<file path="src/peer_choke_selector_macros.svh">
// ---------------------------------------------------------------------------
// Peer choke selector assertion macros
// Shared concurrent assertion forms clocked on i_clk, gated by reset.
// ---------------------------------------------------------------------------
`ifndef PEER_CHOKE_SELECTOR_MACROS_SVH
`define PEER_CHOKE_SELECTOR_MACROS_SVH

// A condition that must hold at every clock edge out of reset.
`define PCS_ASSERT_ALWAYS(lbl, cond, msg) \
    lbl: assert property (@(posedge i_clk) disable iff (!i_rst_n) (cond)) \
        else $error(msg);

// A condition that, when seen, must be followed by another in the next cycle.
`define PCS_ASSERT_NEXT(lbl, ante, cons, msg) \
    lbl: assert property (@(posedge i_clk) disable iff (!i_rst_n) (ante) |=> (cons)) \
        else $error(msg);

`endif

</file>
<file path="src/pcs_pkg.sv">
// ---------------------------------------------------------------------------
// Peer choke selector package
// Beat types, ranking entry, cell control and the ranking compare.
// ---------------------------------------------------------------------------
`default_nettype none

package pcs_pkg;

    localparam int MAX_PEERS = 64;
    localparam int CNT_W     = $clog2(MAX_PEERS + 1);
    localparam int SLOT_W    = 6;
    localparam int CFG_IDX_W = 2;
    localparam int CFG_DAT_W = 16;

    localparam logic [6:0]  UNCHOKE_SLOTS_RST = 7'd8;
    localparam logic [15:0] SNUB_SECONDS_RST  = 16'd30;

    typedef enum logic [CFG_IDX_W-1:0] {
        CFG_UNCHOKE_SLOTS = 2'd0,
        CFG_SNUB_SECONDS  = 2'd1,
        CFG_SEEDING_MODE  = 2'd2
    } t_cfg_idx;

    typedef struct packed {
        logic        peer_interested;
        logic [15:0] data_age_seconds;
        logic [31:0] peer_rate;
        logic [30:0] random_key;
        logic        last_peer;
    } t_in_beat;

    typedef struct packed {
        logic [SLOT_W-1:0] peer_slot;
        logic              choke;
        logic              last_result;
    } t_out_beat;

    typedef struct packed {
        logic              pref;
        logic [31:0]       rate;
        logic [30:0]       key;
        logic [SLOT_W-1:0] slot;
        logic              interested;
    } t_entry;

    typedef struct packed {
        logic insert;
        logic shift;
    } t_cell_ctl;

    // True when a ranks strictly before b; ties leave b (older) first.
    function automatic logic ranks_before(t_entry a, t_entry b);
        logic res;
        if (a.pref != b.pref) begin
            res = a.pref;
        end else if (a.pref) begin
            res = (a.rate > b.rate);
        end else begin
            res = (a.key < b.key);
        end
        return res;
    endfunction

endpackage

`default_nettype wire

</file>
<file path="src/pcs_cell.sv">
// ---------------------------------------------------------------------------
// Peer choke selector ranking cell
// One place of the sorted chain: takes an inserted peer, passes its entry on.
// ---------------------------------------------------------------------------
`default_nettype none

module pcs_cell
    import pcs_pkg::*;
(
    input  wire logic      i_clk,
    input  wire t_cell_ctl i_ctl,
    input  wire t_entry    i_new,
    input  wire t_entry    i_prev_entry,
    input  wire logic      i_prev_take,
    input  wire t_entry    i_next_entry,
    input  wire logic      i_beyond,
    output t_entry         o_entry,
    output logic           o_take
);

    t_entry r_entry;
    t_entry n_entry;

    // An empty place always takes the new peer; a filled one only if it ranks ahead.
    assign o_take  = i_beyond || ranks_before(i_new, r_entry);
    assign o_entry = r_entry;

    always_comb begin
        n_entry = r_entry;
        if (i_ctl.shift) begin
            n_entry = i_next_entry;
        end else if (i_ctl.insert) begin
            if (i_prev_take) begin
                n_entry = i_prev_entry;
            end else if (o_take) begin
                n_entry = i_new;
            end
        end
    end

    always_ff @(posedge i_clk) begin
        r_entry <= n_entry;
    end

endmodule

`default_nettype wire

</file>
<file path="config.mk">
export PLATFORM = sky130hd
export DESIGN_NAME = pcs_cell
export DESIGN_NICKNAME = d
export VERILOG_FILES = /design/src/peer_choke_selector_macros.svh /design/src/pcs_pkg.sv /design/src/pcs_cell.sv
export SDC_FILE = /design/constraint.sdc
export NUM_CORES = 1
export LEC_CHECK = 0
export BUFFER_PORTS_ARGS = -buffer_cell sky130_fd_sc_hd__buf_2
export CAP_MARGIN = 20
export CORE_AREA = 2 2 113 115
export CTS_BUF_LIST = sky130_fd_sc_hd__clkbuf_8
export CTS_CLUSTER_DIAMETER = 200
export DETAILED_ROUTE_END_ITERATION = 6
export DIE_AREA = 0 0 115 117
export PLACE_DENSITY = 0.77
export SYNTH_ARGS = -nofsm -noshare
export SYNTH_HDL_FRONTEND = slang
export SYNTH_SLANG_ARGS = --single-unit
</file>
<file path="constraint.sdc">
create_clock -name i_clk -period 6.4 [get_ports i_clk]
set_input_delay 1.28 -clock i_clk [delete_from_list [all_inputs] [get_ports i_clk]]
set_output_delay 1.28 -clock i_clk [all_outputs]
set_load 0.02 [all_outputs]
</file>
==> results of run 1 <==
[worst min-delay path, delay by kind of cell]
family	cells	cell delay [ns]
compound gates	1	0.06
buf+inv	1	0.07
simple gates	1	0.04
[metrics by stage]
stage / power, W / instances / hold slack, ns / util, %
after global routing: 0.001500 / 970 / 1.194 / 56.60
after detailed placement: 0.001042 / 954 / 1.361 / 54.94
after CTS: 0.001427 / 970 / 1.192 / 56.60
final: 0.001410 / 970 / 1.210 / 56.60
after global placement: 0.001031 / 954 / 1.355 / 54.94
after floorplan: 0.0008637 / 536 / 1.467 / -
[logic make-up (layout without fill, tap and decap cells)]
kind of cell	Yosys count	count (layout)	synth area share [%]
and+or+nand+nor	118	118	9.853
DFF	71	71	41.15
adders and majority gates	62	62	14.97
muxes	71	71	13.72
AOI/OAI and AO/OA	126	126	13.76
buffers and inverters	88	372	6.544
[final cells by class]
cell class / count / area (sq um) / share of cell area [%]
Clock buffer: 9 / 123.9 / 1.778
Clock inverter: 7 / 80.08 / 1.149
Inverter: 64 / 240.2 / 3.448
Multi-Input combinational cell: 377 / 2718 / 39.00
Sequential cell: 71 / 2132 / 30.60
Tap cell: 150 / 187.7 / 2.693
Timing Repair Buffer: 292 / 1486 / 21.33
[where the power goes]
part / internal (W) / total (W) / switching (W)
registers: 0.000575 / 0.000598 / 0.0000232
clock network: 0.000214 / 0.000382 / 0.000168
logic: 0.000179 / 0.000430 / 0.000251
total: 0.000967 / 0.00141 / 0.000443
[cells in the mapped netlist, drive strengths merged]
master	number
o211ai	1
o2111a	1
o31ai	1
nand3	3
edfxtp	71
a21oi	27
mux2i	71
nand2b	1
a211oi	5
nand4b	1
ha	62
nor4	1
a221o	1
inv	64
o41ai	2
clkbuf	17
nor2	7
nand2	87
and4	2
nand4	9
buf	7
a2111oi	1
nor3	4
a22oi	1
nor2b	3
a21o	4
o21ai	82
[worst min-delay path by stage]
stage	startpoint	end	slack, ns
CTS	i_next_entry[25]	o_entry[25]	1.19
finish	i_next_entry[60]	o_entry[60]	1.21
detailed placement	o_entry[70]	o_entry[62]	1.36
global placement	o_entry[70]	o_entry[62]	1.35
floorplan	i_next_entry[68]	o_entry[68]	1.47
global route	i_next_entry[64]	o_entry[64]	1.19
[metal layers]
| metal | vias up | track usage (%) | routed length [microns] |
|---|---|---|---|
| met2 | 198 | 36.75 | 7108 |
| met3 | 23 | 4.737 | 1106 |
| met1 | 2140 | 24.76 | 5888 |
| met5 | - | 0 | 0 |
| li1 | 2475 | - | - |
| met4 | 0 | 8.755 | 330 |
==> reports/qor.yml, run 1 <==
rsz0062_at_grt: "false"
drc: 0
hold_depth: 3
post_cts_resized: 0
slew_violations: 0
hold_violations: 0
htree_levels: 3
rr_worst_depth: 9
cp-startpoint: "i_new[63]"
antenna_found_initial: 0
crit_chain: "buf_2 > ha_1 > nand4_1 > nor4_1 > o31ai_1 > a211oi_2 > o41ai_2 > nand2b_1 > buf_2"
drt-initial-drc-count: 179
fin_crit_sh_pct: 71.34
synth_area_sq_um: 5181
synth_top_cell_by_area: "edfxtp_1"
crit_family: "simple AND/OR/NAND/NOR gates"
worst_pin_slew_ns: 1.071
critPathKind: "in2out"
vias: 4836
grt.overflow.total: 0
regToRegStartpoint: "o_entry[61]"
cp-start-kind: "input port"
crit_cells: 9
postCtsSetupRepairBufs: 0
syn_nets: 816
powerDensity_nw_per_um2: 202.4
postRouteAntennaNets: 0
dieArea_sq_um: 13460
critPathBufInv: 2
root_buffer: "clkbuf_8"
cts_tree: "yes"
crit_path_max_incr_delay_ns: 0.47
dp_hpwl_mm: 11.62
fmax_mhz: 219.0
die_h_microns: 117
first_pass_iters: 4
std_cell_rows: 41
hold_buffers: 0
ys_warn_count: 0
r2r_end: "o_entry[38]"
leakagePower_nw: 3.662
wl_mm: 14.43
fin_nets: 1095
syn_avg_cell_area_sq_um: 9.666
routedWlPerCell_microns: 14.88
hold_path.class: "in2reg"
yosysTopAreaCellShare_pct: 41.15
area_growth_pct: 34.48
layout_commonest_cell: "buf_2"
ys_seq_area_share_pct: 41.15
cap_violations: 0
portBuffers: 289
vdd_ir_drop_max_mv: 0.1039
cp_common_cell: "buf_2"
die_x_microns: 115
setup_slack_ns: 1.834
crit_slowest_cell: "nor4_1"
start_util_pct: 42.08
clk_latency_ns: 0.35
cts_sinks: 71
grtUsageTotal_pct: 20.91
ys_seq_elements: 71
grt_start_max_net_pins: 90
cts-buffers-inserted: 9
post-place-ws_ns: 1.749
finalWeightedCongestion: 0.8530
coreArea_sq_um: 12310
top_level_ports: 290
cp-endpoint: "o_take"
dpl_cell_area_sq_um: 6764
final.setup.tns_ns: 0
regToRegSetupSlack_ns: 2.81
run_status: "finished clean"
grt_pass1_wl_mm: 21.73
cts_buffer_depth: 2
arrival_ns: 3.29
clk_pin_slew_ns: 0.08
largest_reg_flops: 71
fillCellCount: 1142
setup_viol: 0
grt_pass1_vias: 4542
max-slew-margin-rel_pct: 28.44
stdcell_area_sq_um: 6968
final_cell_mix: "287 x buf_2, 87 x nand2_1, 80 x o21ai_0"
synthCells: 536
ys_top_cells_by_area: "edfxtp_1 41%, ha_1 15%, mux2i_1 14%, o21ai_0 7.7%, nand2_1 6.3%"
layout_min_cycle_time_ns: 4.566
drive_gt1_share_pct: 37.93
crit_required_ns: 5.12
yosys.cell_types.count: 32
critPathCaptureType: "primary output"
avgViaCountPerCell: 4.986
diodes: 0
finClkSkew_ns: 0.01220
crit_fanout: 3
No activity file was read; power rests on OpenSTA's default activity.
==> run 2, diff against run 1 <==
--- a/config.mk
+++ b/config.mk
@@ -7,12 +7,12 @@
 export LEC_CHECK = 0
 export BUFFER_PORTS_ARGS = -buffer_cell sky130_fd_sc_hd__buf_2
 export CAP_MARGIN = 20
-export CORE_AREA = 2 2 113 115
+export CORE_AREA = 2 2 115 117
 export CTS_BUF_LIST = sky130_fd_sc_hd__clkbuf_8
 export CTS_CLUSTER_DIAMETER = 200
 export DETAILED_ROUTE_END_ITERATION = 6
-export DIE_AREA = 0 0 115 117
-export PLACE_DENSITY = 0.77
+export DIE_AREA = 0 0 117 119
+export PLACE_DENSITY = 0.78
 export SYNTH_ARGS = -nofsm -noshare
 export SYNTH_HDL_FRONTEND = slang
 export SYNTH_SLANG_ARGS = --single-unit
==> constraint.sdc (replaced) <==
create_clock -name i_clk -period 3.7 [get_ports i_clk]
set_input_delay 0.74 -clock i_clk [delete_from_list [all_inputs] [get_ports i_clk]]
set_output_delay 0.74 -clock i_clk [all_outputs]
set_load 0.02 [all_outputs]
==> run 2 against run 1 <==
Effect of this change: critical path depth is the same; critical endpoint unchanged; non-clock buffer count grew 2; critical path type unchanged; setup slack lost 1.6 ns.
==> reports/qor.yml, run 2 (same netlist as run 1, synthesis figures left out) <==
run_status: "finished clean"
postCtsSetupRepairBufs: 0  # unchanged
critPathKind: "in2out"
portBuffers: 289  # unchanged
powerDensity_nw_per_um2: 350.4  # +73%
vdd_ir_drop_max_mv: 0.1362  # +31%
antenna_found_initial: 0  # unchanged
finClkSkew_ns: 0.01040  # -0.001799 ns
final_util_pct: 54.65  # -2.0 points
post_cts_resized: 0  # unchanged
leakagePower_nw: 3.666  # +0.12%
die_x_microns: 117  # +1.7%
top_level_ports: 290  # unchanged
fmax_mhz: 284.8
worst_pin_slew_ns: 0.7304  # -0.3406 ns
root_buffer: "clkbuf_8"
dp_hpwl_mm: 11.90  # +2.4%
diodes: 0  # unchanged
routed-wl-met2_mm: 7.507  # +5.6%
routedWlPerCell_microns: 14.70  # -1.2%
clk_latency_ns: 0.35  # about the same
hold_violations: 0  # unchanged
final.setup.tns_ns: 0  # unchanged
grt_pass1_vias: 4792  # +5.5%
arrival_ns: 2.77  # -0.52 ns
htree_levels: 3  # unchanged
area_growth_pct: 35.79
postRouteAntennaNets: 0  # unchanged
grt.overflow.total: 0  # unchanged
fin_crit_sh_pct: 94.91
drt-initial-drc-count: 174  # -2.8%
setup_viol: 0  # unchanged
cap_violations: 0  # unchanged
cts_sinks: 71  # unchanged
max-slew-margin-rel_pct: 51.30  # +23 points
grt_start_max_net_pins: 84  # -6.7%
final_cell_mix: "287 x buf_2, 87 x nand2_1, 80 x o21ai_0"
start_util_pct: 40.24  # -1.8 points
cts_tree: "yes"
layout_min_cycle_time_ns: 3.512
wl_met1_mm: 6.031  # +2.4%
first_pass_iters: 4  # unchanged
wl_mm: 14.67  # +1.6%
rsz0062_at_grt: "false"
cp-start-kind: "input port"
die_h_microns: 119  # +1.7%
grt_pass1_wl_mm: 22.56  # +3.8%
highest_layer: "met4"
slew_violations: 0  # unchanged
critPathCaptureType: "primary output"
clk_pin_slew_ns: 0.08  # about the same
finalWeightedCongestion: 0.8093  # -5.1%
hold_path.class: "in2reg"
drive_gt1_share_pct: 38.32  # +0.39 points
crit_required_ns: 2.96  # -2.16 ns
vias: 4867  # +0.64%
hold_buffers: 0  # unchanged
drc: 0  # unchanged
coreArea_sq_um: 12870  # +4.6%
cts-buffers-inserted: 9  # unchanged
regToRegSetupSlack_ns: 0.81  # -2.00 ns
layout_commonest_cell: "buf_2"
grtUsageTotal_pct: 21.07  # +0.16 points
fin_nets: 1097  # +0.18%
avgViaCountPerCell: 4.877  # -2.2%
crit_fanout: 3  # unchanged
largest_reg_flops: 71  # unchanged
dieArea_sq_um: 13920  # +3.5%
cts_buffer_depth: 2  # unchanged
wl_met3_microns: 859  # -22%
std_cell_rows: 42  # +2.4%
==> run 2: where the power goes <==
group	switching, W	internal, W	total, W
clock network	0.000304	0.000374	0.000678
registers	0.0000407	0.000994	0.00103
logic	0.000439	0.000314	0.000753
==> run 2: critical path, stage by stage <==
cell and delay, ns:
buf_2 0.11, ha_1 0.31, nand4_1 0.18, a2111oi_2 0.53
o31ai_1 0.17, a211oi_2 0.31, o41ai_2 0.16, nand2b_1 0.09
buf_2 0.16
==> run 2: through the flow <==
stage	total power, W	instance area (sq um)	setup WS, ns	hold WS (ns)	cells
2_1_floorplan	0.001494	5189	0.06830	0.9271	536
3_3_place_gp	0.001788	6824	0.2729	1.017	982
3_5_place_dp	0.001812	6824	0.2111	1.025	982
4_1_cts	0.002503	7036	0.1752	0.6413	998
5_1_grt	0.002619	7036	0.04815	0.6668	998
6_report	0.002465	7036	0.1882	0.6664	998
==> run 2: worst paths after layout <==
kind                                       start     endpoint  depth (start not counted)
worst max register to register       o_entry[45]   o_entry[6]                          9
worst max-delay path                   i_new[45]       o_take                          9
worst min-delay path            i_next_entry[40]  o_entry[40]                          3
worst min register to register       o_entry[70]  o_entry[70]                          5
==> run 2: layout make-up <==
class                   instances  area (sq um)
well taps                     176         220.2
flip-flops and latches         71          2132
inverters                      64         240.2
repair buffers                294          1514
fillers                      1196          5839
clock buffers                   9         123.9
clock inverters                 7         87.58
multi-input cells             377          2718
==> run 2: layer usage <==
| metal | vias up | GRT usage [%] |
|---|---|---|
| met2 | 180 | 39.02 |
| met1 | 2189 | 23.89 |
| met5 | - | 0 |
| li1 | 2477 | - |
| met4 | 0 | 7.426 |
| met3 | 21 | 3.562 |
==> run 3, diff against run 2 <==
--- a/config.mk
+++ b/config.mk
@@ -7,12 +7,12 @@
 export LEC_CHECK = 0
 export BUFFER_PORTS_ARGS = -buffer_cell sky130_fd_sc_hd__buf_2
 export CAP_MARGIN = 20
-export CORE_AREA = 2 2 115 117
+export CORE_AREA = 2 2 113 115
 export CTS_BUF_LIST = sky130_fd_sc_hd__clkbuf_8
 export CTS_CLUSTER_DIAMETER = 200
 export DETAILED_ROUTE_END_ITERATION = 6
-export DIE_AREA = 0 0 117 119
-export PLACE_DENSITY = 0.78
+export DIE_AREA = 0 0 115 117
+export PLACE_DENSITY = 0.76
 export SYNTH_ARGS = -nofsm -noshare
 export SYNTH_HDL_FRONTEND = slang
 export SYNTH_SLANG_ARGS = --single-unit
==> constraint.sdc (replaced) <==
create_clock -name i_clk -period 4.1 [get_ports i_clk]
set_input_delay 0.82 -clock i_clk [delete_from_list [all_inputs] [get_ports i_clk]]
set_output_delay 0.82 -clock i_clk [all_outputs]
set_load 0.02 [all_outputs]
==> run 3 against run 2 <==
Effect of this change: worst hold slack better by 0.075 ns; core utilization up 2.2 points; global-route usage down 0.58 points; via count down 0.86%; sequential power down 9.5%; critical endpoint unchanged; largest power group unchanged.
==> reports/qor.yml, run 3 (same netlist as run 1, synthesis figures left out) <==
run_status: "finished clean"
grt_use_met1_pct: 22.13  # -1.8 points
power.clock.fraction_pct: 27.8  # +0.3 points
slew_violations: 0  # unchanged
std_cell_rows: 41  # -2.4%
htree_levels: 3  # unchanged
clk_pin_slew_ns: 0.08  # about the same
coreArea_sq_um: 12310  # -4.4%
grt_pass1_vias: 4556  # -4.9%
use_met3_pct: 5.716  # +2.2 points
avgViaCountPerCell: 4.964  # +1.8%
internal-power_w: 0.001516  # -9.8%
clk_latency_ns: 0.35  # about the same
diodes: 0  # unchanged
worst_pin_slew_ns: 0.6454  # -0.08501 ns
die_x_microns: 115  # -1.7%
hold_buffers: 0  # unchanged
seq_power_share_pct: 41.9  # about the same
fin_nets: 1097  # unchanged
root_buffer: "clkbuf_8"
switchingPower_w: 0.0007088  # -9.6%
first_pass_iters: 4  # unchanged
final_cell_mix: "287 x buf_2, 87 x nand2_1, 80 x o21ai_0"
crit_fanout: 2  # -1
layout_commonest_cell: "buf_2"
cp-start-kind: "input port"
die_h_microns: 117  # -1.7%
fmax_mhz: 283.1
powerDensity_nw_per_um2: 317.7  # -9.3%
finalWeightedCongestion: 0.8851  # +9.4%
hold_path.class: "in2reg"
rsz0062_at_grt: "false"
critPathCaptureType: "primary output"
drive_gt1_share_pct: 38.32  # unchanged
vias: 4825  # -0.86%
routedWlPerCell_microns: 14.76  # +0.40%
dpl_cell_area_sq_um: 6792  # -0.48%
drt-initial-drc-count: 170  # -2.3%
area_growth_pct: 35.16
hp-start: "i_next_entry[6]"
post_cts_resized: 0  # unchanged
grt-busiest-layer: "met2"
cp-startpoint: "i_new[13]"
final.setup.tns_ns: 0  # unchanged
cts_tree: "yes"
cts_buffer_depth: 2  # unchanged
wl_mm: 14.35  # -2.2%
postCtsSetupRepairBufs: 0  # unchanged
grt_pass1_wl_mm: 21.27  # -5.7%
sw_frac_of_total_pct: 31.86  # +0.059 points
dieArea_sq_um: 13460  # -3.4%
grt_start_max_net_pins: 76  # -9.5%
layout_min_cycle_time_ns: 3.533
critPathKind: "in2out"
cap_violations: 0  # unchanged
vdd_ir_drop_max_mv: 0.1427  # +4.8%
fillCellCount: 1150  # -3.8%
setup_viol: 0  # unchanged
grtUsageTotal_pct: 20.49  # -0.58 points
fin_crit_sh_pct: 86.16
met2_usage_pct: 38.47  # -0.55 points
arrival_ns: 2.71  # -0.06 ns
grt.overflow.total: 0  # unchanged
largest_reg_flops: 71  # unchanged
stdcell_area_sq_um: 7003  # -0.46%
postRouteAntennaNets: 0  # unchanged
dp_hpwl_mm: 11.73  # -1.5%
max-slew-margin-rel_pct: 56.97  # +5.7 points
leakagePower_nw: 3.666  # unchanged
cts_sinks: 71  # unchanged
start_util_pct: 42.08  # +1.8 points
drc: 0  # unchanged
regToRegStartpoint: "o_entry[64]"
hold_violations: 0  # unchanged
power.share.combinational_pct: 30.3  # -0.2 points
top_level_ports: 290  # unchanged
antenna_found_initial: 0  # unchanged
cts-buffers-inserted: 9  # unchanged
portBuffers: 289  # unchanged
crit_required_ns: 3.28  # +0.32 ns
finClkSkew_ns: 0.01040  # +0.000002300 ns
[run 3: final timing paths]
path	endpoint	slack [ns]	depth (start not counted)
min reg2reg	o_entry[1]	1.08	4
min	o_entry[6]	0.74	3
max	o_take	0.57	10
max reg2reg	o_entry[41]	1.23	9
[run 3: worst max-delay path: stages]
cell	delay, ns
buf_2	0.11
ha_1	0.30
nand2_1	0.07
o21ai_0	0.16
a21oi_1	0.09
o41ai_2	0.37
a211oi_1	0.17
o41ai_2	0.37
nand2b_1	0.08
buf_2	0.17
[run 3: routing by layer]
layer	vias to the layer above	part of all wire (%)
met5	-	0
met4	0	1.7
met3	21	7.4
met2	193	51
met1	2136	40
li1	2475	-
[run 3: stage by stage]
stage / hold slack (ns) / setup slack [ns] / total power, W / cells / util, %
floorplan: 1.007 / 0.3883 / 0.001348 / 536 / -
global placement: 1.080 / 0.5472 / 0.001614 / 956 / 55.16
detailed placement: 1.073 / 0.4881 / 0.001629 / 956 / 55.16
CTS: 0.7248 / 0.5073 / 0.002249 / 972 / 56.88
global route: 0.7309 / 0.3764 / 0.002358 / 972 / 56.88
finish: 0.7409 / 0.5673 / 0.002225 / 972 / 56.88
[run 3: cell type report]
cell class	instances	area [sq um]	area share [%]
multi-input cells	377	2718	38.81
flip-flops and latches	71	2132	30.44
repair buffers	294	1514	21.62
inverters	64	240.2	3.430
well taps	150	187.7	2.680
clock buffers	9	123.9	1.769
clock inverters	7	87.58	1.251
[run 3: power by group through the flow]
stage | sequential [W] | combinational, W | clock (W)
floorplan | 0.00105 | 0.000301 | 0
global placement | 0.000945 | 0.000669 | 0
detailed placement | 0.000949 | 0.000680 | 0
CTS | 0.000933 | 0.000684 | 0.000632
global route | 0.000942 | 0.000755 | 0.000661
finish | 0.000932 | 0.000673 | 0.000619
